**src/rtl/uniform_grid_cell_mapper_macros.svh**
```systemverilog
// assertion macros for the grid cell mapper
`ifndef UNIFORM_GRID_CELL_MAPPER_MACROS_SVH
`define UNIFORM_GRID_CELL_MAPPER_MACROS_SVH

`ifndef ASSERT_OFF
`define UGCM_ASSERT_IMP(label, clk, rst, lhs, rhs) \
   label: assert property (@(posedge clk) disable iff (rst) (lhs) |-> (rhs)) \
      else $error("same-cycle check failed");
`define UGCM_ASSERT_NEXT(label, clk, rst, lhs, rhs) \
   label: assert property (@(posedge clk) disable iff (rst) (lhs) |=> (rhs)) \
      else $error("next-cycle check failed");
`else
`define UGCM_ASSERT_IMP(label, clk, rst, lhs, rhs)
`define UGCM_ASSERT_NEXT(label, clk, rst, lhs, rhs)
`endif

`endif

```
**src/rtl/ugcm_pkg.sv**
```systemverilog
package ugcm_pkg;

   // quotient bits resolved per stage in the small-divisor dividers
   localparam int DIV_STEP = 4;
   localparam int DEPTH = 24;

   localparam int ST_SUB   = 1;
   localparam int ST_MUL0  = 2;
   localparam int ST_CHK   = 3;
   localparam int ST_POSD0 = 4;
   localparam int ST_POSD3 = 7;
   localparam int ST_CLAMP = 8;
   localparam int ST_IDMUL = 9;
   localparam int ST_IDSUM = 10;
   localparam int ST_DIVA  = 2;
   localparam int ST_DIVB  = 8;
   localparam int ST_BMUL  = 12;
   localparam int ST_DIVC  = 13;
   localparam int ST_OUT   = 23;

   typedef enum logic [2:0] {
      REG_MIN_X,
      REG_MIN_Y,
      REG_MIN_Z,
      REG_SIZE_X,
      REG_SIZE_Y,
      REG_SIZE_Z,
      REG_DIMS
   } reg_idx_type;

   typedef struct packed {
      logic             cmd;
      logic [23:0]      qc;
      logic [2:0][31:0] pos;
      logic [2:0]       neg;
      logic [2:0][39:0] num0;
      logic [2:0]       sat;
      logic [2:0][30:0] rem0;
      logic [2:0][7:0]  nlo;
      logic [2:0][7:0]  q0;
      logic [23:0]      sid;
      logic             bad;
      logic [15:0]      prod_b;
      logic [23:0]      prod_a;
      logic [23:0]      cell_id;
      logic [2:0][7:0]  ci;
      logic [2:0][38:0] lo_num;
      logic [2:0][38:0] hi_num;
      logic             res_valid;
      logic [2:0][31:0] res_lo;
      logic [2:0][31:0] res_hi;
   } pipe_type;

   // min plus nonnegative offset, clipped at the top of the signed range
   function automatic logic [31:0] sat_bound(input logic [31:0] mn, input logic [30:0] q);
      logic [33:0] sum;
      sum = {{2{mn[31]}}, mn} + {3'b000, q};
      if (!sum[33] && (sum[32] || sum[31])) begin
         return 32'h7fff_ffff;
      end
      return sum[31:0];
   endfunction

endpackage

```
**src/rtl/ugcm_div8.sv**
```systemverilog
module ugcm_div8 import ugcm_pkg::*; #(
   parameter int NUM_W = 24,
   localparam int STAGES = (NUM_W + DIV_STEP - 1) / DIV_STEP,
   localparam int PAD_W = STAGES * DIV_STEP
) (
   input  logic              clock,
   input  logic [STAGES-1:0] load,
   input  logic [7:0]        den,
   input  logic [NUM_W-1:0]  num,
   output logic [NUM_W-1:0]  quo,
   output logic [7:0]        rem
);

   logic [7:0]       rem_ff [STAGES];
   logic [7:0]       rem_in [STAGES];
   logic [PAD_W-1:0] work_ff [STAGES];
   logic [PAD_W-1:0] work_in [STAGES];

   // restoring division, numerator bits leave the top of work as quotient bits enter
   always_comb begin
      logic [7:0]       r;
      logic [PAD_W-1:0] w;
      logic [8:0]       t9;
      logic             qb;
      for (int s = 0; s < STAGES; s++) begin
         if (s == 0) begin
            r = 8'd0;
            w = PAD_W'(num);
         end else begin
            r = rem_ff[s-1];
            w = work_ff[s-1];
         end
         for (int j = 0; j < DIV_STEP; j++) begin
            t9 = {r, w[PAD_W-1]};
            if (t9 >= {1'b0, den}) begin
               r  = 8'(t9 - {1'b0, den});
               qb = 1'b1;
            end else begin
               r  = t9[7:0];
               qb = 1'b0;
            end
            w = {w[PAD_W-2:0], qb};
         end
         rem_in[s]  = r;
         work_in[s] = w;
      end
   end

   always_ff @(posedge clock) begin
      for (int s = 0; s < STAGES; s++) begin
         if (load[s]) begin
            rem_ff[s]  <= rem_in[s];
            work_ff[s] <= work_in[s];
         end
      end
   end

   assign quo = work_ff[STAGES-1][NUM_W-1:0];
   assign rem = rem_ff[STAGES-1];

endmodule

```
**config.mk**
```make
export PLATFORM = sky130hd
export DESIGN_NAME = ugcm_div8
export DESIGN_NICKNAME = d
export VERILOG_FILES = /design/src/rtl/uniform_grid_cell_mapper_macros.svh /design/src/rtl/ugcm_pkg.sv /design/src/rtl/ugcm_div8.sv
export SDC_FILE = /design/constraint.sdc
export NUM_CORES = 1
export LEC_CHECK = 0
export ABC_AREA = 1
export BUFFER_PORTS_ARGS = -buffer_cell sky130_fd_sc_hd__buf_4
export CAP_MARGIN = 20
export CORE_MARGIN = 5
export CORE_UTILIZATION = 45
export DETAILED_ROUTE_END_ITERATION = 8
export GPL_TIMING_DRIVEN = 0
export PLACE_DENSITY = 0.63
export SYNTH_ARGS = -nofsm -noshare
export SYNTH_HDL_FRONTEND = slang
export SYNTH_SLANG_ARGS = --single-unit
```
**constraint.sdc**
```tcl
create_clock -name clock -period 10 [get_ports clock]
set_input_delay 0.5 -clock clock [delete_from_list [all_inputs] [get_ports clock]]
set_output_delay 0.5 -clock clock [all_outputs]
set_load 0.03 [all_outputs]
```
Word level (Yosys, flattened, before mapping):

Memories as Yosys holds them, arrays and structs flattened.
Cells that the tools add are included.

* RAM bits: 192
* output and inout bits: 32
* input bits: 39
* word-level logic and storage cells: 110
* memories: 2
* register bits after elaboration: 0

Memory list
* work_ff: words 6, bits a word 24, read ports 6, clocked after memory_dff 0, write ports 6, RTL line ugcm_div8.sv:16 `logic [PAD_W-1:0] work_ff [STAGES];`
* rem_ff: words 6, bits a word 8, read ports 6, clocked after memory_dff 0, write ports 6, RTL line ugcm_div8.sv:14 `logic [7:0] rem_ff [STAGES];`

* mux-type cells: 60
* $add $sub $neg: 24
* magnitude comparators: 24

Operators with widths (count)
* 9-bit by 8-bit >= comparator with 1-bit output: 23
* 8-bit 2-to-1 mux: 24
* 8-bit subtractor: 23
* 1-bit 2-to-1 mux: 36
* 1-bit by 8-bit >= comparator with 1-bit output: 1
* 1-bit by 8-bit subtractor with 8-bit output: 1

Logic depth before layout (Yosys ltp):

Gate-level depths: netlist of run 1.

* word-level depth: 8
* gate-level depth with buffers: 47
* mapped depth without buffers: 46

Worst setup path after synthesis of run 1:

OpenSTA, ideal clock, no wires.

* path type: input port to flip-flop
* start: input den[1]
* end: memory rem_ff[3][0], data pin
* slack: 2.732 ns
* required time: 9.748 ns
* stages: 37
* buffers on the path: 3
* arrival: 7.015 ns
* library setup time: 0.252 ns
* cell sequence: inv_1 ha_1 nand2_1 nor2_1 nand3_1 nand4_4 buf_4 o21ai_1 inv_1 ha_1 a21oi_1 o21a_1 nand2_4 a21oi_2 nand3_4 buf_6 o21ai_2 inv_1 ha_1 a21oi_1 o21ai_1 nand2_1 o311ai_0 a21oi_2 nand3_4 buf_6 nand2_1 o21ai_1 ha_1 a21oi_1 nand2_1 nand4_1 o211ai_1 a221oi_1 nand3_4 nand2_1 nand2_1

RTL lines
* start: declaration: RTL line ugcm_div8.sv:8 `input logic [7:0] den,`
* end: declaration: RTL line ugcm_div8.sv:14

==> flow_metrics.env, run 1 <==
export IMPL_cts_buffers=17
export IMPL_fin_nets=2358
export IMPL_yosysSeqAreaShare_pct=34.3
export IMPL_yosys_warnings=0
export IMPL_ys_top_cells_by_area="edfxtp_1 (34%), ha_1 (14%), nand2_1 (12%), inv_1 (5.8%), xor2_1 (3.9%)"
export IMPL_hpwl_mm=28.4
export IMPL_worst_hold_slack_ps=215
export IMPL_fillers=3449
export IMPL_antenna_found_initial=0
export IMPL_rsz0062_at_grt="no"
export IMPL_syn_num_nets=2263
export IMPL_status="finished clean"
export IMPL_synth_main_ff_cell="edfxtp_1"
export IMPL_crit_fanout=23
export IMPL_netlist_instances=2015
export IMPL_die_area_sq_um=41300
export IMPL_synth_seq_cells=192
export IMPL_grt_max_degree=33
export IMPL_grt_pass1_vias=12900
export IMPL_slew_violations=0
export IMPL_die_x_microns=203
export IMPL_clkTransAtPathRegs_ps=80
export IMPL_multi_input_area_sq_um=9780
export IMPL_synth_edf_count=192
export IMPL_slowest_stage="a221oi_1"
export IMPL_yosys_area_top_type_share_pct=34.3
export IMPL_routed_wl_mm=37.4
export IMPL_cts_resized=0
export IMPL_diodes=0
export IMPL_grtUsageTotal_pct=18.4
export IMPL_hold_class="input pin to flop"
export IMPL_synthArstFlopShare_pct=0
export IMPL_clk_path_buf_depth=2
export IMPL_drive_above_1_share_pct=13.4
export IMPL_path_class="input pin to flop"
export IMPL_route_antenna_remaining_nets=0
export IMPL_cts_root_buf="clkbuf_16"
export IMPL_reg2reg_setup_slack_ps=2740
export IMPL_mappedNetlistArea_sq_um=16800
export IMPL_drtIter0Drc=838
export IMPL_drc_errors=0
export IMPL_yosys_area_top_type="edfxtp_1"
export IMPL_fin_setup_tns_ps=0
export IMPL_crit_arrival_ps=8000
export IMPL_via_per_inst=5.17
export IMPL_setup_viol=0
export IMPL_grt_overflow=0
export IMPL_cts_htree_levels=4
export IMPL_grt_pass1_wl_mm=62.6
export IMPL_num_io_pins=71
export IMPL_wl_per_cell_microns=14.5
export IMPL_cts_tree="yes"
export IMPL_cp_required_ps=10210
export IMPL_cts_hold_buf=0
export IMPL_max_stage_delay_ps=540
export IMPL_worst_pin_slew_ps=807
export IMPL_cap_violations=0
export IMPL_cts_sinks=192
export IMPL_layout_min_cycle_time_ps=7790
export IMPL_startpoint_type="input pin"
export IMPL_max_freq_mhz=128
export IMPL_core_sq_um=36700
export IMPL_portBuffers=70
export IMPL_start_util_pct=45.8
export IMPL_cts_setup_buffers=0
export IMPL_min_period_over_period_pct=77.9
export IMPL_final_hold_viol_count=0
export IMPL_syn2layout_area_growth_pct=11.1
export IMPL_crit_top_cell="nand2_1"
export IMPL_gp_congestion=0.930
export IMPL_yosys_cell_types_count=58
export IMPL_synth_area_per_cell_sq_um=8.33
export IMPL_dr_pass1_iters=6
export IMPL_clk_latency_ps=450
export IMPL_rows=70
export IMPL_die_y_microns=203
export IMPL_endpoint_kind="flop"
export IMPL_fin_worst_skew_ps=12.1
export IMPL_seq_area_sq_um=5770
export IMPL_slew_headroom_pct=46.1
export IMPL_num_vias=13400
[final cells by class]
cell class              count  share of cell area, %
well taps                 468                   3.14
multi-input cells        1519                   52.5
repair buffers             76                   3.62
plain buffers              13                  0.711
inverters                 291                   5.94
clock inverters            13                  0.926
flip-flops and latches    192                   30.9
clock buffers              17                   2.28
[cell usage after synthesis (13+ instances only)]
cell,number
o21ai_2,13
xnor2_1,32
nand2_4,15
o21a_1,13
ha_1,186
nor2_1,106
inv_1,261
nand4_1,38
fa_1,23
inv_2,22
nor3_1,18
o21ai_1,28
a21oi_2,15
xor2_1,75
nand2_2,32
edfxtp_1,192
a21oi_1,122
o21ai_0,51
nand3_1,96
nand2_1,547
[per-stage QoR]
stage | utilization, % | cell area [sq um] | setup slack, ps | std cells
floorplan | - | 16800 | 2730 | 2015
global placement | 48.8 | 17900 | 833 | 2553
detailed placement | 49.2 | 18100 | 1730 | 2559
CTS | 50.8 | 18600 | 2190 | 2589
global route | 50.8 | 18600 | 1520 | 2589
finish | 50.8 | 18600 | 2210 | 2589
[registers in the layout, indices dropped and copies added, names as in the netlist]
name     cells
work_ff    144
rem_ff      48
[worst max-delay path: cells and delay by family]
family / cells / cell delay [ps]
and+or+nand+nor: 16 / 1750
adders and majority gates: 4 / 1240
AOI/OAI and AO/OA: 13 / 2810
buffers and inverters: 8 / 1630
[placed cells by master (no fill, tap or decap), types with 11 or more instances in the layout]
cell type    n
o21a_1      13
a21oi_2     15
edfxtp_1   192
nand3b_1    12
nand3_2     12
xnor2_1     32
inv_2       24
o21ai_0     51
fa_1        23
nand3_1     96
inv_1      259
nand2_2     32
nor2_1     106
nor3_1      18
ha_1       186
nand2_4     15
buf_4       76
a21oi_1    122
nand4_1     38
clkbuf_16   17
or2_2       11
o21ai_1     28
o21ai_2     13
nand2_1    547
xor2_1      75
[metal layers]
layer  wire (microns)  up-vias  global-route usage (%)
met4              601        0                    4.75
li1                 -     6948                       -
met1            17400     6141                    24.3
met3             1240       43                    2.11
met2            18200      241                    32.4
met5                0        -                       0
[logic make-up (layout without fill, tap and decap cells)]
| kind of cell | count (synthesis) | after routing | share of synthesized area, % |
|---|---|---|---|
| buffers and inverters | 304 | 410 | 7.39 |
| AND/OR/NAND/NOR | 929 | 929 | 26.4 |
| XOR/XNOR | 107 | 107 | 5.58 |
| adder cells (fa/ha/maj) | 209 | 209 | 16.6 |
| AO/OA/AOI/OAI | 274 | 274 | 9.73 |
| flip-flops | 192 | 192 | 34.3 |
[path summary, 6_finish.rpt]
| check | from | cells past startpoint | endpoint |
|---|---|---|---|
| max | den[1] | 41 | rem_ff[3][0] |
| min | num[8] | 1 | work_ff[0][12] |
| max reg2reg | rem_ff[2][1] | 39 | rem_ff[3][0] |
| min reg2reg | work_ff[1][18] | 0 | work_ff[2][22] |
Power of run 1 is not shown: default switching activity piles up to over one toggle a cycle in this logic, so the estimate is an artifact.
==> run 2: changes to the inputs <==
clock period = 8.2 ns   (was 10 ns; I/O delays follow)
==> flow_metrics.env, run 2 (synthesis gave the netlist of run 1 again) <==
export IMPL_cts_sinks=192
export IMPL_wl_met1_mm=17.4
export IMPL_rows=70
export IMPL_dr_wl_met3_mm=1.27
export IMPL_layout_min_cycle_time_ps=7420
export IMPL_slew_violations=0
export IMPL_layout_setup_ws_ps=782
export IMPL_startpoint_type="input pin"
export IMPL_die_area_sq_um=41300
export IMPL_path_class="input pin to flop"
export IMPL_start_util_pct=45.8
export IMPL_grt_pass1_vias=12900
export IMPL_mostFrequentLayoutCell="nand2_1"
export IMPL_cts_root_buf="clkbuf_16"
export IMPL_num_vias=13400
export IMPL_rsz0062_at_grt="no"
export IMPL_grtUsageTotal_pct=18.4
export IMPL_syn2layout_area_growth_pct=11.1
export IMPL_setup_viol=0
export IMPL_grt_overflow=0
export IMPL_reg2reg_setup_slack_ps=1060
export IMPL_cts_buffers=17
export IMPL_max_freq_mhz=135
export IMPL_cp_required_ps=8520
export IMPL_worst_pin_slew_ps=808
export IMPL_fin_worst_skew_ps=12.1
export IMPL_largestRegisters="work_ff: 144 flops, rem_ff: 48 flops"
export IMPL_routed_wl_mm=37.4
export IMPL_wl_met2_mm=18.2
export IMPL_clk_latency_ps=450
export IMPL_cts_tree="yes"
export IMPL_diodes=0
export IMPL_gp_congestion=0.930
export IMPL_antenna_found_initial=0
export IMPL_crit_arrival_ps=7740
export IMPL_final_hold_viol_count=0
export IMPL_cts_hold_buf=0
export IMPL_reg2reg_to="rem_ff[2][2]"
export IMPL_maxUsedRoutingLayer="met4"
export IMPL_wl_per_cell_microns=14.5
export IMPL_max_stage_delay_ps=400
export IMPL_r2r_start="rem_ff[1][3]"
export IMPL_pre_cts_ws_ps=15.8
export IMPL_largest_register_ffs=144
export IMPL_portBuffers=70
export IMPL_clk_path_buf_depth=2
export IMPL_min_delay_start="num[8]"
export IMPL_drc_errors=0
export IMPL_cap_violations=0
export IMPL_num_io_pins=71
export IMPL_ff2ff_path_depth=38
export IMPL_die_y_microns=203
export IMPL_fillers=3448
export IMPL_hold_class="input pin to flop"
export IMPL_endpoint_kind="flop"
export IMPL_min_period_over_period_pct=90.5
export IMPL_crit_fanout=23
export IMPL_worstHoldEndpoint="work_ff[0][12]"
export IMPL_drive_above_1_share_pct=13.4
export IMPL_die_x_microns=203
export IMPL_fin_util_pct=50.8
export IMPL_crit_top_cell="nand2_1"
export IMPL_hpwl_mm=28.4
export IMPL_slew_headroom_pct=46.0
export IMPL_whs_path_depth=1
export IMPL_cts_htree_levels=4
export IMPL_status="finished clean"
export IMPL_fin_nets=2358
export IMPL_route_antenna_remaining_nets=0
export IMPL_worst_hold_slack_ps=125
export IMPL_largest_register="work_ff"
export IMPL_grt_pass1_wl_mm=62.6
export IMPL_grt_max_degree=33
export IMPL_layout_common_cells="nand2_1 (547), inv_1 (259), edfxtp_1 (192)"
export IMPL_clkTransAtPathRegs_ps=80
export IMPL_via_per_inst=5.17
export IMPL_core_sq_um=36700
export IMPL_drtIter0Drc=837
export IMPL_slowest_stage="a221oi_2"
export IMPL_dr_pass1_iters=8
[run 2: cell counts in the layout (fill, tap and decap cells not counted)]
Identical to the previous run, type by type.
[run 2: layout make-up]
class                      instances  area [sq um]  share of cell area, %
multi-input combinational       1519          9790                   52.5
sequential                       192          5770                   30.9
inverter                         291          1110                   5.95
timing repair buffer              76           676                   3.62
tap                              468           586                   3.14
clock buffer                      17           425                   2.28
clock inverter                    13           173                  0.925
buffer                            13           133                  0.711
[run 2: metrics by stage]
step                cells  setup TNS (ps)  cell area (sq um)
finish               2589               0              18700
global route         2589               0              18700
CTS                  2589               0              18600
detailed placement   2559               0              18100
global placement     2553          -28870              17900
floorplan            2015               0              16800
[run 2: routing by layer]
metal	vias to the layer above	GRT usage [%]
met3	43	2.11
met2	255	32.4
met4	0	4.75
met1	6136	24.3
li1	6945	-
met5	-	0
[run 2: worst max-delay path by stage]
stage	start	endpoint	slack [ps]	cells past startpoint
3_3_place_gp	den[1]	rem_ff[3][2]	-880	39
2_1_floorplan	den[1]	rem_ff[3][0]	1020	37
5_1_grt	den[4]	rem_ff[2][1]	60	42
3_5_place_dp	den[1]	rem_ff[3][0]	20	41
6_report	den[1]	rem_ff[3][0]	780	42
4_1_cts	den[1]	rem_ff[3][0]	480	41
[run 2: what timing repair did]
item,4_1_cts,5_1_grt
resized for setup,0,3
setup endpoints to repair,0,25
buffers inserted,0,0
[run 2: worst max-delay path: cells and delay by family]
family	cells	cell delay, ps
and+or+nand+nor	17	1840
adders and majority gates	4	1240
AOI/OAI and AO/OA	13	2680
buffers and inverters	8	1490
Power of run 2 is left out for the same reason.
==> run 3: changes to the inputs <==
ABC_AREA = default   (was 1)
==> flow_metrics.env, run 3 <==
export IMPL_reg2reg_setup_slack_ps=230
export IMPL_use_met3_pct=2.69
export IMPL_start_util_pct=45.6
export IMPL_reg2reg_to="rem_ff[5][3]"
export IMPL_die_area_sq_um=38900
export IMPL_netlist_instances=1534
export IMPL_ff2ff_path_depth=38
export IMPL_slew_headroom_pct=46.6
export IMPL_slowest_stage="edfxtp_1"
export IMPL_startpoint_type="flop"
export IMPL_fin_nets=1958
export IMPL_clk_path_buf_depth=2
export IMPL_drive_above_1_share_pct=25.5
export IMPL_min_period_over_period_pct=97.2
export IMPL_cpLargestDelayFamily="compound AO/OA/AOI/OAI gates"
export IMPL_max_freq_mhz=125
export IMPL_synthArstFlopShare_pct=0
export IMPL_netlist_top_cells_count="edfxtp_1 (192), ha_1 (186), inv_1 (125)"
export IMPL_yosysSeqAreaShare_pct=36.6
export IMPL_antenna_found_initial=0
export IMPL_wl_per_cell_microns=18.0
export IMPL_gp_congestion=0.840
export IMPL_min_delay_start="num[14]"
export IMPL_mappedNetlistArea_sq_um=15800
export IMPL_cp_required_ps=8410
export IMPL_die_x_microns=197
export IMPL_die_y_microns=197
export IMPL_core_sq_um=34500
export IMPL_dr_pass1_iters=6
export IMPL_yosys_area_top_type_share_pct=36.6
export IMPL_routed_wl_mm=39.3
export IMPL_yosys_warnings=0
export IMPL_diodes=0
export IMPL_yosys_area_top_type="edfxtp_1"
export IMPL_cts_htree_levels=4
export IMPL_fillers=2963
export IMPL_syn2layout_area_growth_pct=24.1
export IMPL_crit_top_cell="ha_4"
export IMPL_drtIter0Drc=858
export IMPL_crit_fanout=10
export IMPL_drc_errors=0
export IMPL_synth_main_ff_cell="edfxtp_1"
export IMPL_worst_pin_slew_ps=781
export IMPL_grt_overflow=0
export IMPL_synth_seq_cells=192
export IMPL_largest_register="work_ff"
export IMPL_setup_viol=0
export IMPL_layout_min_cycle_time_ps=7970
export IMPL_grt_pass1_wl_mm=61.6
export IMPL_r2r_start="rem_ff[4][0]"
export IMPL_portBuffers=70
export IMPL_placed_cell_area_sq_um=17400
export IMPL_route_antenna_remaining_nets=0
export IMPL_mostFrequentLayoutCell="edfxtp_1"
export IMPL_syn_num_nets=1782
export IMPL_ys_top_cells_by_area="edfxtp_1 (37%), ha_1 (15%), xnor2_1 (3.6%), a21oi_1 (3.1%), o21ai_0 (3.0%)"
export IMPL_num_vias=12500
export IMPL_largestRegisters="work_ff: 144 flops, rem_ff: 48 flops"
export IMPL_yosysMostFrequentCell="edfxtp_1"
export IMPL_largest_register_ffs=144
export IMPL_endpoint_kind="flop"
export IMPL_grt_max_degree=33
export IMPL_synth_edf_count=192
export IMPL_cp_num_buf_inv=6
export IMPL_cts_sinks=192
export IMPL_synth_area_per_cell_sq_um=10.3
export IMPL_rows=68
export IMPL_slew_violations=0
export IMPL_grtUsageTotal_pct=19.6
export IMPL_cts_tree="yes"
export IMPL_clkTransAtPathRegs_ps=90
export IMPL_cts_buffers=17
export IMPL_via_per_inst=5.72
export IMPL_clk_latency_ps=470
export IMPL_crit_arrival_ps=8180
export IMPL_hpwl_mm=27.4
export IMPL_hold_class="input pin to flop"
export IMPL_final_area_sq_um=19600
export IMPL_fin_worst_skew_ps=14.8
export IMPL_gr_usage_met1_pct=26.0
export IMPL_grt_busiest_layer="met2"
export IMPL_grt_pass1_vias=12200
export IMPL_num_io_pins=71
export IMPL_fin_util_pct=56.6
export IMPL_cts_root_buf="clkbuf_16"
export IMPL_layout_common_cells="edfxtp_1 (192), ha_1 (153), buf_4 (147)"
export IMPL_yosys_cell_types_count=92
export IMPL_max_stage_delay_ps=450
export IMPL_cap_violations=0
export IMPL_path_class="flop to flop"
export IMPL_final_hold_viol_count=0
export IMPL_whs_path_depth=1
export IMPL_status="finished clean"
export IMPL_worstHoldEndpoint="work_ff[0][18]"
export IMPL_gr_usage_met2_pct=33.5
[run 3: cell types whose count changed after synthesis, moves of 34 or more]
cell / change
nand2_1: -470
inv_1: -136
nand3_1: -75
o21ai_0: +45
a21o_1: +42
mux2_2: +40
xor2_1: -35
mux2i_1: +34
[run 3: cell type report]
cell class / instances / area (sq um) / share of cell area, %
repair buffers: 159 / 1370 / 6.99
plain buffers: 18 / 184 / 0.941
multi-input cells: 1191 / 10500 / 53.8
clock inverters: 15 / 185 / 0.947
inverters: 131 / 541 / 2.76
clock buffers: 17 / 425 / 2.18
flip-flops and latches: 192 / 5770 / 29.5
well taps: 455 / 569 / 2.91
[run 3: kinds of logic after synthesis]
| logic type | share of synthesized area (%) |
|---|---|
| and+or+nand+nor | 11.9 |
| adders and majority gates | 17.7 |
| xor gates and xnor gates | 5.84 |
| AOI/OAI and AO/OA | 19.0 |
| muxes | 5.19 |
| DFF | 36.6 |
| buffers and inverters | 3.80 |
[run 3: repair_timing]
item | CTS | global route
hold buffers | 0 | 0
gates cloned | 1 | 3
endpoints found under the setup margin | 54 | 54
buffers inserted | 34 | 49
resized for setup | 49 | 126
pin swaps | 17 | 59
[run 3: per-layer routing]
| metal | vias up | share of wire (%) |
|---|---|---|
| met2 | 242 | 49 |
| met5 | - | 0 |
| met1 | 6019 | 46 |
| li1 | 6134 | - |
| met3 | 65 | 3.4 |
| met4 | 0 | 2.1 |
[run 3: how the worst max path moves through the flow]
stage,from,to,slack [ps],cells past startpoint
finish,rem_ff[4][0],rem_ff[5][3],230,38
CTS,den[1],rem_ff[4][7],0.1,41
global placement,den[1],rem_ff[2][7],-2600,39
detailed placement,den[1],rem_ff[2][7],-2220,40
floorplan,den[1],rem_ff[3][3],-340,36
global route,rem_ff[4][0],rem_ff[5][3],-70,36
[run 3: per-stage QoR]
step                std cells  hold WS [ps]  worst slack, ps  setup TNS (ps)
global placement         2059           401            -2600         -119940
floorplan                1534           400             -342           -5580
global route             2178          98.9            -71.9            -466
detailed placement       2063           405            -2220          -89260
CTS                      2129          90.2            0.123               0
finish                   2178           107              230               0
Power of run 3 is left out for the same reason.
